<file path="src/rtl/lcr_pkg.sv">
// Package of the load cell reader: widths, register indexes, state codes
// and the command and status structs between controller and datapath.
`default_nettype none

package lcr_pkg;

  localparam int DATA_BITS  = 24;
  localparam int CNT_W      = 9;
  localparam int TMO_W      = 20;
  localparam int GAIN_W     = 2;
  localparam int PHT_W      = 8;
  localparam int TICK_W     = 20;
  localparam int PULSE_W    = 5;
  localparam int CFG_IDX_W  = 3;
  localparam int CFG_DATA_W = 20;

  localparam logic [CNT_W-1:0]  CNT_RST  = CNT_W'(1);
  localparam logic [TMO_W-1:0]  TMO_RST  = TMO_W'(100000);
  localparam logic [GAIN_W-1:0] GAIN_RST = GAIN_W'(1);
  localparam logic [PHT_W-1:0]  PHT_RST  = PHT_W'(1);

  typedef enum logic [CFG_IDX_W-1:0] {
    CFG_SAMPLE_COUNT = 3'd0,
    CFG_TIMEOUT      = 3'd1,
    CFG_GAIN_PULSES  = 3'd2,
    CFG_HIGH_TICKS   = 3'd3,
    CFG_LOW_TICKS    = 3'd4
  } cfg_idx_e;

  // Converter-side phase of a reading
  typedef enum logic [3:0] {
    PH_IDLE = 4'b0001,
    PH_WAIT = 4'b0010,
    PH_HIGH = 4'b0100,
    PH_LOW  = 4'b1000
  } phase_e;

  // Sequencing of one word through the block
  typedef enum logic [4:0] {
    CTL_TICK     = 5'b00001,
    CTL_DIV_LOAD = 5'b00010,
    CTL_DIV_RUN  = 5'b00100,
    CTL_DIV_FIX  = 5'b01000,
    CTL_FIN      = 5'b10000
  } ctl_e;

  typedef struct packed {
    logic tick_clr;
    logic tick_inc;
    logic pulse_clr;
    logic pulse_inc;
    logic shift_clr;
    logic shift_in;
    logic acc_clr;
    logic acc_add;
    logic div_load;
    logic div_step;
    logic div_fix;
    logic out_load;
    logic out_clk;
    logic out_busy;
    logic out_done;
    logic out_status;
  } lcr_cmd_t;

  typedef struct packed {
    logic tick_timeout;
    logic high_end;
    logic low_end;
    logic pulse_more;
    logic sample_last;
    logic div_last;
    logic out_free;
  } lcr_stat_t;

endpackage

`default_nettype wire

</file>
<file path="src/rtl/lcr_in_if.sv">
// Input channel of the load cell reader: one word per microsecond tick.
// Depends on nothing.
`default_nettype none

interface lcr_in_if;
  logic valid;
  logic ready;
  logic start_request;
  logic data_pin;

  modport source (output valid, output start_request, output data_pin, input ready);
  modport sink   (input valid, input start_request, input data_pin, output ready);
endinterface

`default_nettype wire

</file>
<file path="src/rtl/lcr_out_if.sv">
// Result channel of the load cell reader: one word per accepted tick.
// Depends on nothing.
`default_nettype none

interface lcr_out_if;
  logic               valid;
  logic               ready;
  logic               serial_clock;
  logic               busy_res;
  logic               done_res;
  logic               status;
  logic signed [23:0] average;
  logic signed [23:0] raw_sample;

  modport source (output valid, output serial_clock, output busy_res, output done_res,
                  output status, output average, output raw_sample, input ready);
  modport sink   (input valid, input serial_clock, input busy_res, input done_res,
                  input status, input average, input raw_sample, output ready);
endinterface

`default_nettype wire

</file>
<file path="src/rtl/load_cell_adc_serial_reader.sv">
// Top level of the load cell converter serial reader.
// Depends on lcr_pkg, lcr_in_if, lcr_out_if, lcr_ctrl and lcr_datapath.
`default_nettype none

// Serial reader for a 24-bit bridge converter with a clock/data two-wire
// interface. Each input word is one microsecond tick carrying the data pin
// level and a start request; each accepted word gives exactly one result word
// with the clock level to drive for that tick, busy/done/status flags, the
// last average and the last raw conversion. A start while idle begins a
// reading of sample_count conversions: wait for the data pin to go low (a
// timeout ends the reading with status 1), clock out 24 data bits MSB first,
// sampled on the last tick of each high phase, then gain_pulse_count extra
// pulses. Samples are sign-extended and summed; the sum is divided by the
// count, truncating toward zero. Rate: an ordinary tick is accepted and its
// result word registered, so ticks can stream at one per cycle while the
// output side keeps up. The tick that completes a reading is held, and no
// new tick is taken, while the average is formed: a divider load state, the
// one-bit-per-cycle divider, whose run grows with MAX_SAMPLES, a sign-fix
// state and the output state, which waits for the output side.
// Configuration writes take effect at once and are meant to land only while
// no reading or word is in flight.
module load_cell_adc_serial_reader #(
  parameter int MAX_SAMPLES = 256
) (
  input  wire                              clk_i,
  input  wire                              rst_ni,
  lcr_in_if.sink                           in_ch_i,
  lcr_out_if.source                        out_ch_o,
  input  wire                              cfg_we_i,
  input  wire [lcr_pkg::CFG_IDX_W-1:0]     cfg_idx_i,
  input  wire [lcr_pkg::CFG_DATA_W-1:0]    cfg_data_i
);

  lcr_pkg::lcr_cmd_t  cmd;
  lcr_pkg::lcr_stat_t stat;

  // phase machine and word sequencing
  lcr_ctrl u_ctrl (
    .clk_i           (clk_i),
    .rst_ni          (rst_ni),
    .in_valid_i      (in_ch_i.valid),
    .start_request_i (in_ch_i.start_request),
    .data_pin_i      (in_ch_i.data_pin),
    .stat_i          (stat),
    .in_ready_o      (in_ch_i.ready),
    .cmd_o           (cmd)
  );

  // counters, accumulator, divider and the result register
  lcr_datapath #(
    .MAX_SAMPLES (MAX_SAMPLES)
  ) u_datapath (
    .clk_i          (clk_i),
    .rst_ni         (rst_ni),
    .cfg_we_i       (cfg_we_i),
    .cfg_idx_i      (cfg_idx_i),
    .cfg_data_i     (cfg_data_i),
    .data_pin_i     (in_ch_i.data_pin),
    .out_ready_i    (out_ch_o.ready),
    .cmd_i          (cmd),
    .stat_o         (stat),
    .out_valid_o    (out_ch_o.valid),
    .serial_clock_o (out_ch_o.serial_clock),
    .busy_res_o     (out_ch_o.busy_res),
    .done_res_o     (out_ch_o.done_res),
    .status_o       (out_ch_o.status),
    .average_o      (out_ch_o.average),
    .raw_sample_o   (out_ch_o.raw_sample)
  );

endmodule

`default_nettype wire

</file>
<file path="src/rtl/lcr_ctrl.sv">
// Controller of the load cell reader: converter phase machine and word sequencer.
// Depends on lcr_pkg; drives the datapath through lcr_cmd_t.
`default_nettype none

module lcr_ctrl (
  input  wire                clk_i,
  input  wire                rst_ni,
  input  wire                in_valid_i,
  input  wire                start_request_i,
  input  wire                data_pin_i,
  input  lcr_pkg::lcr_stat_t stat_i,
  output logic               in_ready_o,
  output lcr_pkg::lcr_cmd_t  cmd_o
);

  lcr_pkg::phase_e phase_q, phase_d;
  lcr_pkg::ctl_e   ctl_q, ctl_d;
  logic            accept;

  assign in_ready_o = (ctl_q == lcr_pkg::CTL_TICK) && stat_i.out_free;
  assign accept     = in_valid_i && in_ready_o;

  always_comb begin
    cmd_o   = '0;
    phase_d = phase_q;
    ctl_d   = ctl_q;
    unique case (ctl_q)
      lcr_pkg::CTL_TICK: begin
        if (accept) begin
          cmd_o.out_load = 1'b1;
          cmd_o.out_clk  = (phase_q == lcr_pkg::PH_HIGH);
          unique case (phase_q)
            lcr_pkg::PH_IDLE: begin
              if (start_request_i) begin
                phase_d        = lcr_pkg::PH_WAIT;
                cmd_o.tick_clr = 1'b1;
                cmd_o.acc_clr  = 1'b1;
              end
            end
            lcr_pkg::PH_WAIT: begin
              if (!data_pin_i) begin
                phase_d         = lcr_pkg::PH_HIGH;
                cmd_o.tick_clr  = 1'b1;
                cmd_o.pulse_clr = 1'b1;
                cmd_o.shift_clr = 1'b1;
              end else if (stat_i.tick_timeout) begin
                phase_d          = lcr_pkg::PH_IDLE;
                cmd_o.tick_clr   = 1'b1;
                cmd_o.out_done   = 1'b1;
                cmd_o.out_status = 1'b1;
              end else begin
                cmd_o.tick_inc = 1'b1;
              end
            end
            lcr_pkg::PH_HIGH: begin
              if (stat_i.high_end) begin
                phase_d        = lcr_pkg::PH_LOW;
                cmd_o.shift_in = 1'b1;
                cmd_o.tick_clr = 1'b1;
              end else begin
                cmd_o.tick_inc = 1'b1;
              end
            end
            lcr_pkg::PH_LOW: begin
              if (stat_i.low_end) begin
                cmd_o.tick_clr  = 1'b1;
                cmd_o.pulse_inc = 1'b1;
                if (stat_i.pulse_more) begin
                  phase_d = lcr_pkg::PH_HIGH;
                end else begin
                  cmd_o.acc_add = 1'b1;
                  if (stat_i.sample_last) begin
                    // hold the word until the average is divided out
                    phase_d        = lcr_pkg::PH_IDLE;
                    cmd_o.out_load = 1'b0;
                    ctl_d          = lcr_pkg::CTL_DIV_LOAD;
                  end else begin
                    phase_d = lcr_pkg::PH_WAIT;
                  end
                end
              end else begin
                cmd_o.tick_inc = 1'b1;
              end
            end
            default: phase_d = lcr_pkg::PH_IDLE;
          endcase
          cmd_o.out_busy = (phase_d != lcr_pkg::PH_IDLE);
        end
      end
      lcr_pkg::CTL_DIV_LOAD: begin
        cmd_o.div_load = 1'b1;
        ctl_d          = lcr_pkg::CTL_DIV_RUN;
      end
      lcr_pkg::CTL_DIV_RUN: begin
        cmd_o.div_step = 1'b1;
        if (stat_i.div_last) begin
          ctl_d = lcr_pkg::CTL_DIV_FIX;
        end
      end
      lcr_pkg::CTL_DIV_FIX: begin
        cmd_o.div_fix = 1'b1;
        ctl_d         = lcr_pkg::CTL_FIN;
      end
      lcr_pkg::CTL_FIN: begin
        if (stat_i.out_free) begin
          cmd_o.out_load = 1'b1;
          cmd_o.out_done = 1'b1;
          ctl_d          = lcr_pkg::CTL_TICK;
        end
      end
      default: ctl_d = lcr_pkg::CTL_TICK;
    endcase
  end

  always_ff @(posedge clk_i or negedge rst_ni) begin
    if (!rst_ni) begin
      phase_q <= lcr_pkg::PH_IDLE;
      ctl_q   <= lcr_pkg::CTL_TICK;
    end else begin
      phase_q <= phase_d;
      ctl_q   <= ctl_d;
    end
  end

endmodule

`default_nettype wire

</file>
<file path="src/rtl/lcr_datapath.sv">
// Datapath of the load cell reader: config registers, counters, shift register,
// accumulator, bit-serial divider and output register. Depends on lcr_pkg.
`default_nettype none

module lcr_datapath #(
  parameter int MAX_SAMPLES = 256
) (
  input  wire                                     clk_i,
  input  wire                                     rst_ni,
  input  wire                                     cfg_we_i,
  input  wire [lcr_pkg::CFG_IDX_W-1:0]            cfg_idx_i,
  input  wire [lcr_pkg::CFG_DATA_W-1:0]           cfg_data_i,
  input  wire                                     data_pin_i,
  input  wire                                     out_ready_i,
  input  lcr_pkg::lcr_cmd_t                       cmd_i,
  output lcr_pkg::lcr_stat_t                      stat_o,
  output logic                                    out_valid_o,
  output logic                                    serial_clock_o,
  output logic                                    busy_res_o,
  output logic                                    done_res_o,
  output logic                                    status_o,
  output logic signed [lcr_pkg::DATA_BITS-1:0]    average_o,
  output logic signed [lcr_pkg::DATA_BITS-1:0]    raw_sample_o
);

  localparam int DB    = lcr_pkg::DATA_BITS;
  localparam int N_W   = $clog2(MAX_SAMPLES + 1);
  localparam int SUM_W = DB + N_W;
  localparam int DC_W  = $clog2(SUM_W);

  logic [lcr_pkg::CNT_W-1:0]  cnt_q;
  logic [lcr_pkg::TMO_W-1:0]  tmo_q;
  logic [lcr_pkg::GAIN_W-1:0] gain_q;
  logic [lcr_pkg::PHT_W-1:0]  high_q, low_q;

  logic [lcr_pkg::TICK_W-1:0]  tick_q;
  logic [lcr_pkg::PULSE_W-1:0] pulse_q;
  logic [DB-1:0]               shift_q;
  logic [N_W-1:0]              samples_q;
  logic signed [SUM_W-1:0]     sum_q;
  logic [DB-1:0]               avg_q, smp_q;

  logic [SUM_W-1:0] dvd_q;
  logic [N_W:0]     rem_q;
  logic             neg_q;
  logic [DC_W-1:0]  dstep_q;

  logic             out_valid_q;
  logic             o_clk_q, o_busy_q, o_done_q, o_stat_q;
  logic [DB-1:0]    o_avg_q, o_raw_q;

  localparam int TICK_W_P1 = lcr_pkg::TICK_W + 1;

  logic [N_W-1:0]   n_eff;
  logic [TICK_W_P1-1:0] tick_p1;
  logic [N_W:0]     rem_sh;
  logic             rem_ge;
  logic [SUM_W-1:0] q_sgn;
  logic [SUM_W-1:0] sum_mag;
  logic [SUM_W-1:0] smp_ext;

  // effective count: zero reads as one, saturate at MAX_SAMPLES
  always_comb begin
    if (cnt_q == '0) begin
      n_eff = N_W'(1);
    end else if (32'(cnt_q) > 32'(MAX_SAMPLES)) begin
      n_eff = N_W'(MAX_SAMPLES);
    end else begin
      n_eff = N_W'(cnt_q);
    end
  end

  assign tick_p1 = TICK_W_P1'(tick_q) + TICK_W_P1'(1);
  assign smp_ext = SUM_W'(signed'(shift_q));
  assign sum_mag = sum_q[SUM_W-1] ? (~sum_q + SUM_W'(1)) : sum_q;
  assign rem_sh  = {rem_q[N_W-1:0], dvd_q[SUM_W-1]};
  assign rem_ge  = rem_sh >= {1'b0, n_eff};
  assign q_sgn   = neg_q ? (~dvd_q + SUM_W'(1)) : dvd_q;

  assign stat_o.tick_timeout = tick_q >= tmo_q;
  assign stat_o.high_end     = tick_p1 >= TICK_W_P1'(high_q);
  assign stat_o.low_end      = tick_p1 >= TICK_W_P1'(low_q);
  assign stat_o.pulse_more   = (6'(pulse_q) + 6'd1) < (6'(DB) + 6'(gain_q));
  assign stat_o.sample_last  = ((N_W+1)'(samples_q) + (N_W+1)'(1)) >= (N_W+1)'(n_eff);
  assign stat_o.div_last     = dstep_q == DC_W'(SUM_W - 1);
  assign stat_o.out_free     = !out_valid_q || out_ready_i;

  // configuration registers
  always_ff @(posedge clk_i or negedge rst_ni) begin
    if (!rst_ni) begin
      cnt_q  <= lcr_pkg::CNT_RST;
      tmo_q  <= lcr_pkg::TMO_RST;
      gain_q <= lcr_pkg::GAIN_RST;
      high_q <= lcr_pkg::PHT_RST;
      low_q  <= lcr_pkg::PHT_RST;
    end else if (cfg_we_i) begin
      unique case (lcr_pkg::cfg_idx_e'(cfg_idx_i))
        lcr_pkg::CFG_SAMPLE_COUNT: cnt_q  <= cfg_data_i[lcr_pkg::CNT_W-1:0];
        lcr_pkg::CFG_TIMEOUT:      tmo_q  <= cfg_data_i[lcr_pkg::TMO_W-1:0];
        lcr_pkg::CFG_GAIN_PULSES:  gain_q <= cfg_data_i[lcr_pkg::GAIN_W-1:0];
        lcr_pkg::CFG_HIGH_TICKS:   high_q <= cfg_data_i[lcr_pkg::PHT_W-1:0];
        lcr_pkg::CFG_LOW_TICKS:    low_q  <= cfg_data_i[lcr_pkg::PHT_W-1:0];
        default: ;
      endcase
    end
  end

  // reading state: counters, shift register, accumulator
  always_ff @(posedge clk_i or negedge rst_ni) begin
    if (!rst_ni) begin
      tick_q    <= '0;
      pulse_q   <= '0;
      shift_q   <= '0;
      samples_q <= '0;
      sum_q     <= '0;
      avg_q     <= '0;
      smp_q     <= '0;
    end else begin
      if (cmd_i.tick_clr) begin
        tick_q <= '0;
      end else if (cmd_i.tick_inc) begin
        tick_q <= tick_q + lcr_pkg::TICK_W'(1);
      end
      if (cmd_i.pulse_clr) begin
        pulse_q <= '0;
      end else if (cmd_i.pulse_inc) begin
        pulse_q <= pulse_q + lcr_pkg::PULSE_W'(1);
      end
      if (cmd_i.shift_clr) begin
        shift_q <= '0;
      end else if (cmd_i.shift_in && (32'(pulse_q) < DB)) begin
        shift_q <= {shift_q[DB-2:0], data_pin_i};
      end
      if (cmd_i.acc_clr) begin
        samples_q <= '0;
        sum_q     <= '0;
      end else if (cmd_i.acc_add) begin
        samples_q <= samples_q + N_W'(1);
        sum_q     <= sum_q + signed'(smp_ext);
        smp_q     <= shift_q;
      end
      if (cmd_i.div_fix) begin
        avg_q <= q_sgn[DB-1:0];
      end
    end
  end

  // restoring divider on the magnitude, one quotient bit a cycle
  always_ff @(posedge clk_i) begin
    if (cmd_i.div_load) begin
      dvd_q   <= sum_mag;
      neg_q   <= sum_q[SUM_W-1];
      rem_q   <= '0;
      dstep_q <= '0;
    end else if (cmd_i.div_step) begin
      rem_q   <= rem_ge ? (rem_sh - {1'b0, n_eff}) : rem_sh;
      dvd_q   <= {dvd_q[SUM_W-2:0], rem_ge};
      dstep_q <= dstep_q + DC_W'(1);
    end
  end

  // output register
  always_ff @(posedge clk_i or negedge rst_ni) begin
    if (!rst_ni) begin
      out_valid_q <= 1'b0;
    end else if (cmd_i.out_load) begin
      out_valid_q <= 1'b1;
    end else if (out_ready_i) begin
      out_valid_q <= 1'b0;
    end
  end

  always_ff @(posedge clk_i) begin
    if (cmd_i.out_load) begin
      o_clk_q  <= cmd_i.out_clk;
      o_busy_q <= cmd_i.out_busy;
      o_done_q <= cmd_i.out_done;
      o_stat_q <= cmd_i.out_status;
      o_avg_q  <= avg_q;
      o_raw_q  <= cmd_i.acc_add ? shift_q : smp_q;
    end
  end

  assign out_valid_o    = out_valid_q;
  assign serial_clock_o = o_clk_q;
  assign busy_res_o     = o_busy_q;
  assign done_res_o     = o_done_q;
  assign status_o       = o_stat_q;
  assign average_o      = signed'(o_avg_q);
  assign raw_sample_o   = signed'(o_raw_q);

endmodule

`default_nettype wire

</file>
<file path="src/flat_wrapper.sv">
// flat-port wrapper written by rule: the top's interface ports become plain ports
module load_cell_adc_serial_reader_flat 
#(
  parameter int MAX_SAMPLES = 256
)
  (clk_i, rst_ni, cfg_we_i, cfg_idx_i, cfg_data_i, in_ch_i_valid, in_ch_i_start_request, in_ch_i_data_pin, in_ch_i_ready, out_ch_o_valid, out_ch_o_serial_clock, out_ch_o_busy_res, out_ch_o_done_res, out_ch_o_status, out_ch_o_average, out_ch_o_raw_sample, out_ch_o_ready);
  lcr_in_if in_ch_i_i ();
  lcr_out_if out_ch_o_i ();
  input  wire clk_i;
  input  wire rst_ni;
  input  wire cfg_we_i;
  input  wire [lcr_pkg::CFG_IDX_W-1:0] cfg_idx_i;
  input  wire [lcr_pkg::CFG_DATA_W-1:0] cfg_data_i;
  input wire logic [$bits(in_ch_i_i.valid)-1:0] in_ch_i_valid;
  input wire logic [$bits(in_ch_i_i.start_request)-1:0] in_ch_i_start_request;
  input wire logic [$bits(in_ch_i_i.data_pin)-1:0] in_ch_i_data_pin;
  output wire logic [$bits(in_ch_i_i.ready)-1:0] in_ch_i_ready;
  output wire logic [$bits(out_ch_o_i.valid)-1:0] out_ch_o_valid;
  output wire logic [$bits(out_ch_o_i.serial_clock)-1:0] out_ch_o_serial_clock;
  output wire logic [$bits(out_ch_o_i.busy_res)-1:0] out_ch_o_busy_res;
  output wire logic [$bits(out_ch_o_i.done_res)-1:0] out_ch_o_done_res;
  output wire logic [$bits(out_ch_o_i.status)-1:0] out_ch_o_status;
  output wire logic [$bits(out_ch_o_i.average)-1:0] out_ch_o_average;
  output wire logic [$bits(out_ch_o_i.raw_sample)-1:0] out_ch_o_raw_sample;
  input wire logic [$bits(out_ch_o_i.ready)-1:0] out_ch_o_ready;
  assign in_ch_i_i.valid = in_ch_i_valid;
  assign in_ch_i_i.start_request = in_ch_i_start_request;
  assign in_ch_i_i.data_pin = in_ch_i_data_pin;
  assign in_ch_i_ready = in_ch_i_i.ready;
  assign out_ch_o_valid = out_ch_o_i.valid;
  assign out_ch_o_serial_clock = out_ch_o_i.serial_clock;
  assign out_ch_o_busy_res = out_ch_o_i.busy_res;
  assign out_ch_o_done_res = out_ch_o_i.done_res;
  assign out_ch_o_status = out_ch_o_i.status;
  assign out_ch_o_average = out_ch_o_i.average;
  assign out_ch_o_raw_sample = out_ch_o_i.raw_sample;
  assign out_ch_o_i.ready = out_ch_o_ready;
  load_cell_adc_serial_reader #(.MAX_SAMPLES(MAX_SAMPLES)) u_core (.clk_i(clk_i), .rst_ni(rst_ni), .in_ch_i(in_ch_i_i), .out_ch_o(out_ch_o_i), .cfg_we_i(cfg_we_i), .cfg_idx_i(cfg_idx_i), .cfg_data_i(cfg_data_i));
endmodule
</file>
<file path="config.mk">
export PLATFORM = sky130hd
export DESIGN_NAME = load_cell_adc_serial_reader_flat
export DESIGN_NICKNAME = d
export VERILOG_FILES = /design/src/rtl/lcr_pkg.sv /design/src/rtl/lcr_in_if.sv /design/src/rtl/lcr_out_if.sv /design/src/rtl/load_cell_adc_serial_reader.sv /design/src/rtl/lcr_ctrl.sv /design/src/rtl/lcr_datapath.sv /design/src/flat_wrapper.sv
export SDC_FILE = /design/constraint.sdc
export NUM_CORES = 1
export LEC_CHECK = 0
export BUFFER_PORTS_ARGS = -buffer_cell sky130_fd_sc_hd__clkbuf_2
export CAP_MARGIN = 20
export CORE_UTILIZATION = 62
export DETAILED_ROUTE_END_ITERATION = 10
export HOLD_SLACK_MARGIN = 0.08
export PLACE_DENSITY = 0.81
export SLEW_MARGIN = 20
export SYNTH_ARGS = -nofsm -noshare
export SYNTH_HDL_FRONTEND = slang
export SYNTH_HIERARCHICAL = 1
export SYNTH_SLANG_ARGS = --single-unit
</file>
<file path="constraint.sdc">
create_clock -name clk_i -period 8 [get_ports clk_i]
set_input_delay 1.2 -clock clk_i [delete_from_list [all_inputs] [get_ports clk_i]]
set_output_delay 1.2 -clock clk_i [all_outputs]
set_load 0.005 [all_outputs]
</file>
==> results.md <==
- Run status: finished with violations
- Violations in the final reports: DRC
- Per-cell via count in the routed design: about 5.9
- Post-detailed-route count of antenna-violating nets: 0
- Post-synthesis to final-layout area growth: 10.7%
- Most used standard cell by instance count after synthesis: sky130_fd_sc_hd__dfrtp_1
- Final routed DRC violation total: 17
- Number of standard cells after synthesis: ~1.6k
- Final-report setup violation count: 0
- Relative slew slack: ~33%
- Wire length per cell: 16.8 um
- Total Wirelength: roughly 34 mm
- Met1 global-route usage: around 38%
- GR Layer Usage met2: 42.0%
- FF+latch count, synth: a little under 300
- Pin slew with the least headroom to its limit: ~1 ns
- Area of the placeable core: 0.0261 mm^2
- Portion of synthesized cell area occupied by the leading cell type: roughly 28%
- Utilization after layout: 70.2%
- DRT iter0 DRCs: about 1.0k
- N_diodes: 0
- Critical path required time: 8.49 ns
- Number of enable-type register cells in the synthesized netlist: 86
- Final critical-path required period: 5.14 ns
- Mean instance size in the synthesized netlist: just over 10 um^2
- Post_cts resized: 0
- Leakage power figure: 8.47 nW
- Top cells by area in the synthesized netlist: sky130_fd_sc_hd__dfrtp_1 (28%), sky130_fd_sc_hd__edfxtp_1 (16%), sky130_fd_sc_hd__ha_1 (7.1%)
- Total Nets Final: between 1.5k and 2k
- Clock-pin transition on the worst setup and hold timing paths: 0.06 ns
- Overall Power: around 3.7 mW
- Number of port buffers: 83
- GRT met3 Usage: 3.30%
- Clock tree from TritonCTS: done
- Highest net fanout along the worst path: 16
- Crit Path Category: flop to flop
- Maximum number of pins on one net before global-route repair: 85
- Total half-perimeter wirelength after legalization and detailed placement: around 24 mm
- Total number of vias: around 12k
- Clock buffer depth: 3
- Number of H-tree levels: 1
- CTS Buf Count: 31
- Wire length of the first global-routing pass: 57.6 mm
- Die Width: ~170 um
- Total of warnings raised by yosys: 6
- Sort of element at the start of the critical path: flop
- Gpl congestion: roughly 0.86
- Worst ir drop on vdd: about 0.19 mV
- Max Freq: ~0.19 GHz
- Pwr/cell area: 201 mW/mm^2
- Layout Skew: about 0.018 ns
- Antenna violations before repair: 0
- Post-Place Cells: between 1.5k and 2k
- Die Outline Area: around 0.027 mm^2
- Fraction of final layout cells sized beyond drive strength 1: between 10% and 20%
- RSZ-0062 raised after global routing: no
- Worst Path Arrival: between 5 and 6 ns
- Number of nets in the synthesized netlist: 1749
- Die Span Y: 165 um
- Final slew viol count: 0
- 1st-pass router iterations: 8
- Leftover overflow at the end of global routing: 0
- Most Crowded Layer GR: met2
- Via count of the first global-routing pass: approximately 12k
- Total of hold buffers inserted after clock tree synthesis: 0
- Fraction of the yosys area taken by sequential cells: ~47%
- Clock insertion delay at the later pin of the skew report: ~0.57 ns
- Top post-synthesis cells by count: sky130_fd_sc_hd__dfrtp_1 (184), sky130_fd_sc_hd__nand2_1 (162), sky130_fd_sc_hd__nor2_1 (150)
- Starting Density: between 60 and 70%
- Type of the tightest min-delay check: flop to flop
- Worst-case register-to-register setup slack: around 2.9 ns
- Total standard cell area after synthesis: approximately 0.017 mm^2
- Number of I/O pins: between 80 and 90
- Number of placement rows: 59
- Hold Slack: between 0.4 and 0.5 ns
- Setup TNS: 0 ns
- Clock tree root driver cell: sky130_fd_sc_hd__clkbuf_16
- Number of clock sinks: between 200 and 300
- Global-route usage over all layers: 26.1%
- Critical Path End Type: flop
- Max Cap Viol: 0
- Count of placed standard cells in the final layout, fillers left out: 2044
- Final count of hold timing violations: 0
- Period utilization: 64.2%
- Async set or reset register ratio after synthesis: 66.0%
- Unique cell type count in the Yosys netlist: between 70 and 80
- Setup fix buffers added after clock tree synthesis: 0
- Flip-flop cell with the highest count after synthesis: sky130_fd_sc_hd__dfrtp_1
- Biggest area consumer among synthesized cells: sky130_fd_sc_hd__dfrtp_1
critical path, stage by stage (launching register included):
cell                        delay, ns
sky130_fd_sc_hd__dfrtp_1         0.48
sky130_fd_sc_hd__ha_1            0.26
sky130_fd_sc_hd__and3_1          0.23
sky130_fd_sc_hd__and3_1          0.25
sky130_fd_sc_hd__and3_1          0.25
sky130_fd_sc_hd__nand3_1         0.10
sky130_fd_sc_hd__nor3_1          0.41
sky130_fd_sc_hd__and3_1          0.25
sky130_fd_sc_hd__nand3_1         0.08
sky130_fd_sc_hd__o31a_1          0.12
sky130_fd_sc_hd__nor4b_1         0.53
sky130_fd_sc_hd__nand3b_1        0.31
sky130_fd_sc_hd__nand2b_1        0.26
sky130_fd_sc_hd__a2111oi_2       0.41
sky130_fd_sc_hd__buf_4           0.30
sky130_fd_sc_hd__nand2_1         0.11
sky130_fd_sc_hd__nor3_1          0.34
sky130_fd_sc_hd__nand3_1         0.14
sky130_fd_sc_hd__xor2_1          0.15
sky130_fd_sc_hd__nor2_1          0.09
per-stage QoR:
stage / setup WS (ns) / area, um^2
after global routing: 2.44 / 18300
after detailed placement: 3.00 / 17300
after floorplan: 0.974 / 16600
after CTS: 2.94 / 18300
after global placement: 3.25 / 17300
final: 2.86 / 18300
metal layers:
| metal | wire length [um] | share of wire (%) |
|---|---|---|
| met1 | 16200 | 47 |
| met2 | 15800 | 46 |
| met3 | 1710 | 5.0 |
| met4 | 651 | 1.9 |
| met5 | 0 | 0 |
report_power, final:
group	internal [mW]	total [mW]	switching, mW
registers	1.65	1.72	0.0652
clock network	0.908	1.49	0.584
logic	0.207	0.482	0.274
total	2.77	3.69	0.924
placed cells by master (no fill, tap or decap), drive strengths merged, types with 5 or more instances in the layout:
master	instances
edfxtp	86
ha	94
or4	6
xor2	93
nor2	150
o21ai	87
xnor2	41
nand4	18
nor3	20
mux2	81
clkbuf	127
bufinv	5
and3	20
mux2i	37
buf	14
o41ai	8
dfrtp	184
o21a	9
and2	8
dfstp	12
or2	7
a31oi	11
nand2	162
a211oi	15
dfxtp	15
o31ai	13
nand3	26
nor4	6
nand2b	25
nor4b	6
a21oi	124
a21o	41
clkinv	9
or3	8
inv	64
nor2b	17
o21bai	8
cell families (layout without fill, tap and decap cells):
kind of cell | after synthesis | in the layout | synth area share [%]
AO/OA/AOI/OAI | 344 | 344 | 12.7
flip-flops | 297 | 297 | 47.1
adder cells (fa/ha/maj) | 96 | 96 | 7.34
AND/OR/NAND/NOR | 501 | 501 | 14.8
multiplexers | 118 | 118 | 7.74
XOR/XNOR | 134 | 134 | 7.08
buffers and inverters | 133 | 219 | 3.19
sequential cells by signal, summed over array words and instances, names as in the netlist, 9 cells and up:
register,cells
u_core/u_datapath/sum_q,33
u_core/u_datapath/rem_q,9
u_core/u_datapath/raw_sample_o,24
u_core/u_datapath/tmo_q,20
u_core/u_datapath/dvd_q,33
u_core/u_datapath/samples_q,9
u_core/u_datapath/avg_q,24
u_core/u_datapath/smp_q,24
u_core/u_datapath/shift_q,24
u_core/u_datapath/cnt_q,9
u_core/u_datapath/average_o,24
u_core/u_datapath/tick_q,20
final cells by class:
class / instances / area [um^2]
tap: 335 / 419
clock buffer: 44 / 865
inverter: 64 / 240
multi-input combinational: 1193 / 8290
timing repair buffer: 97 / 537
clock inverter: 14 / 195
fill: 1919 / 7790
sequential: 297 / 7800
worst paths after layout:
| path | startpoint | to | cells after the start |
|---|---|---|---|
| setup / recovery | u_core/u_datapath/tick_q[0]$_DFFE_PN0P_ | u_core/u_datapath/tick_q[16]$_DFFE_PN0P_ | 19 |
| hold / removal | u_core/u_datapath/avg_q[20]$_DFFE_PN0P_ | u_core/u_datapath/average_o[20]$_DFFE_PP_ | 0 |
| setup reg to reg | u_core/u_datapath/tick_q[0]$_DFFE_PN0P_ | u_core/u_datapath/tick_q[16]$_DFFE_PN0P_ | 19 |
| hold reg to reg | u_core/u_datapath/avg_q[20]$_DFFE_PN0P_ | u_core/u_datapath/average_o[20]$_DFFE_PP_ | 0 |
| max in group asynchronous | rst_ni | u_core/u_datapath/tick_q[5]$_DFFE_PN0P_ | 2 |
| min in group asynchronous | rst_ni | u_core/u_datapath/tmo_q[19]$_DFFE_PN0P_ | 1 |
(Power assumes the default switching activity.)
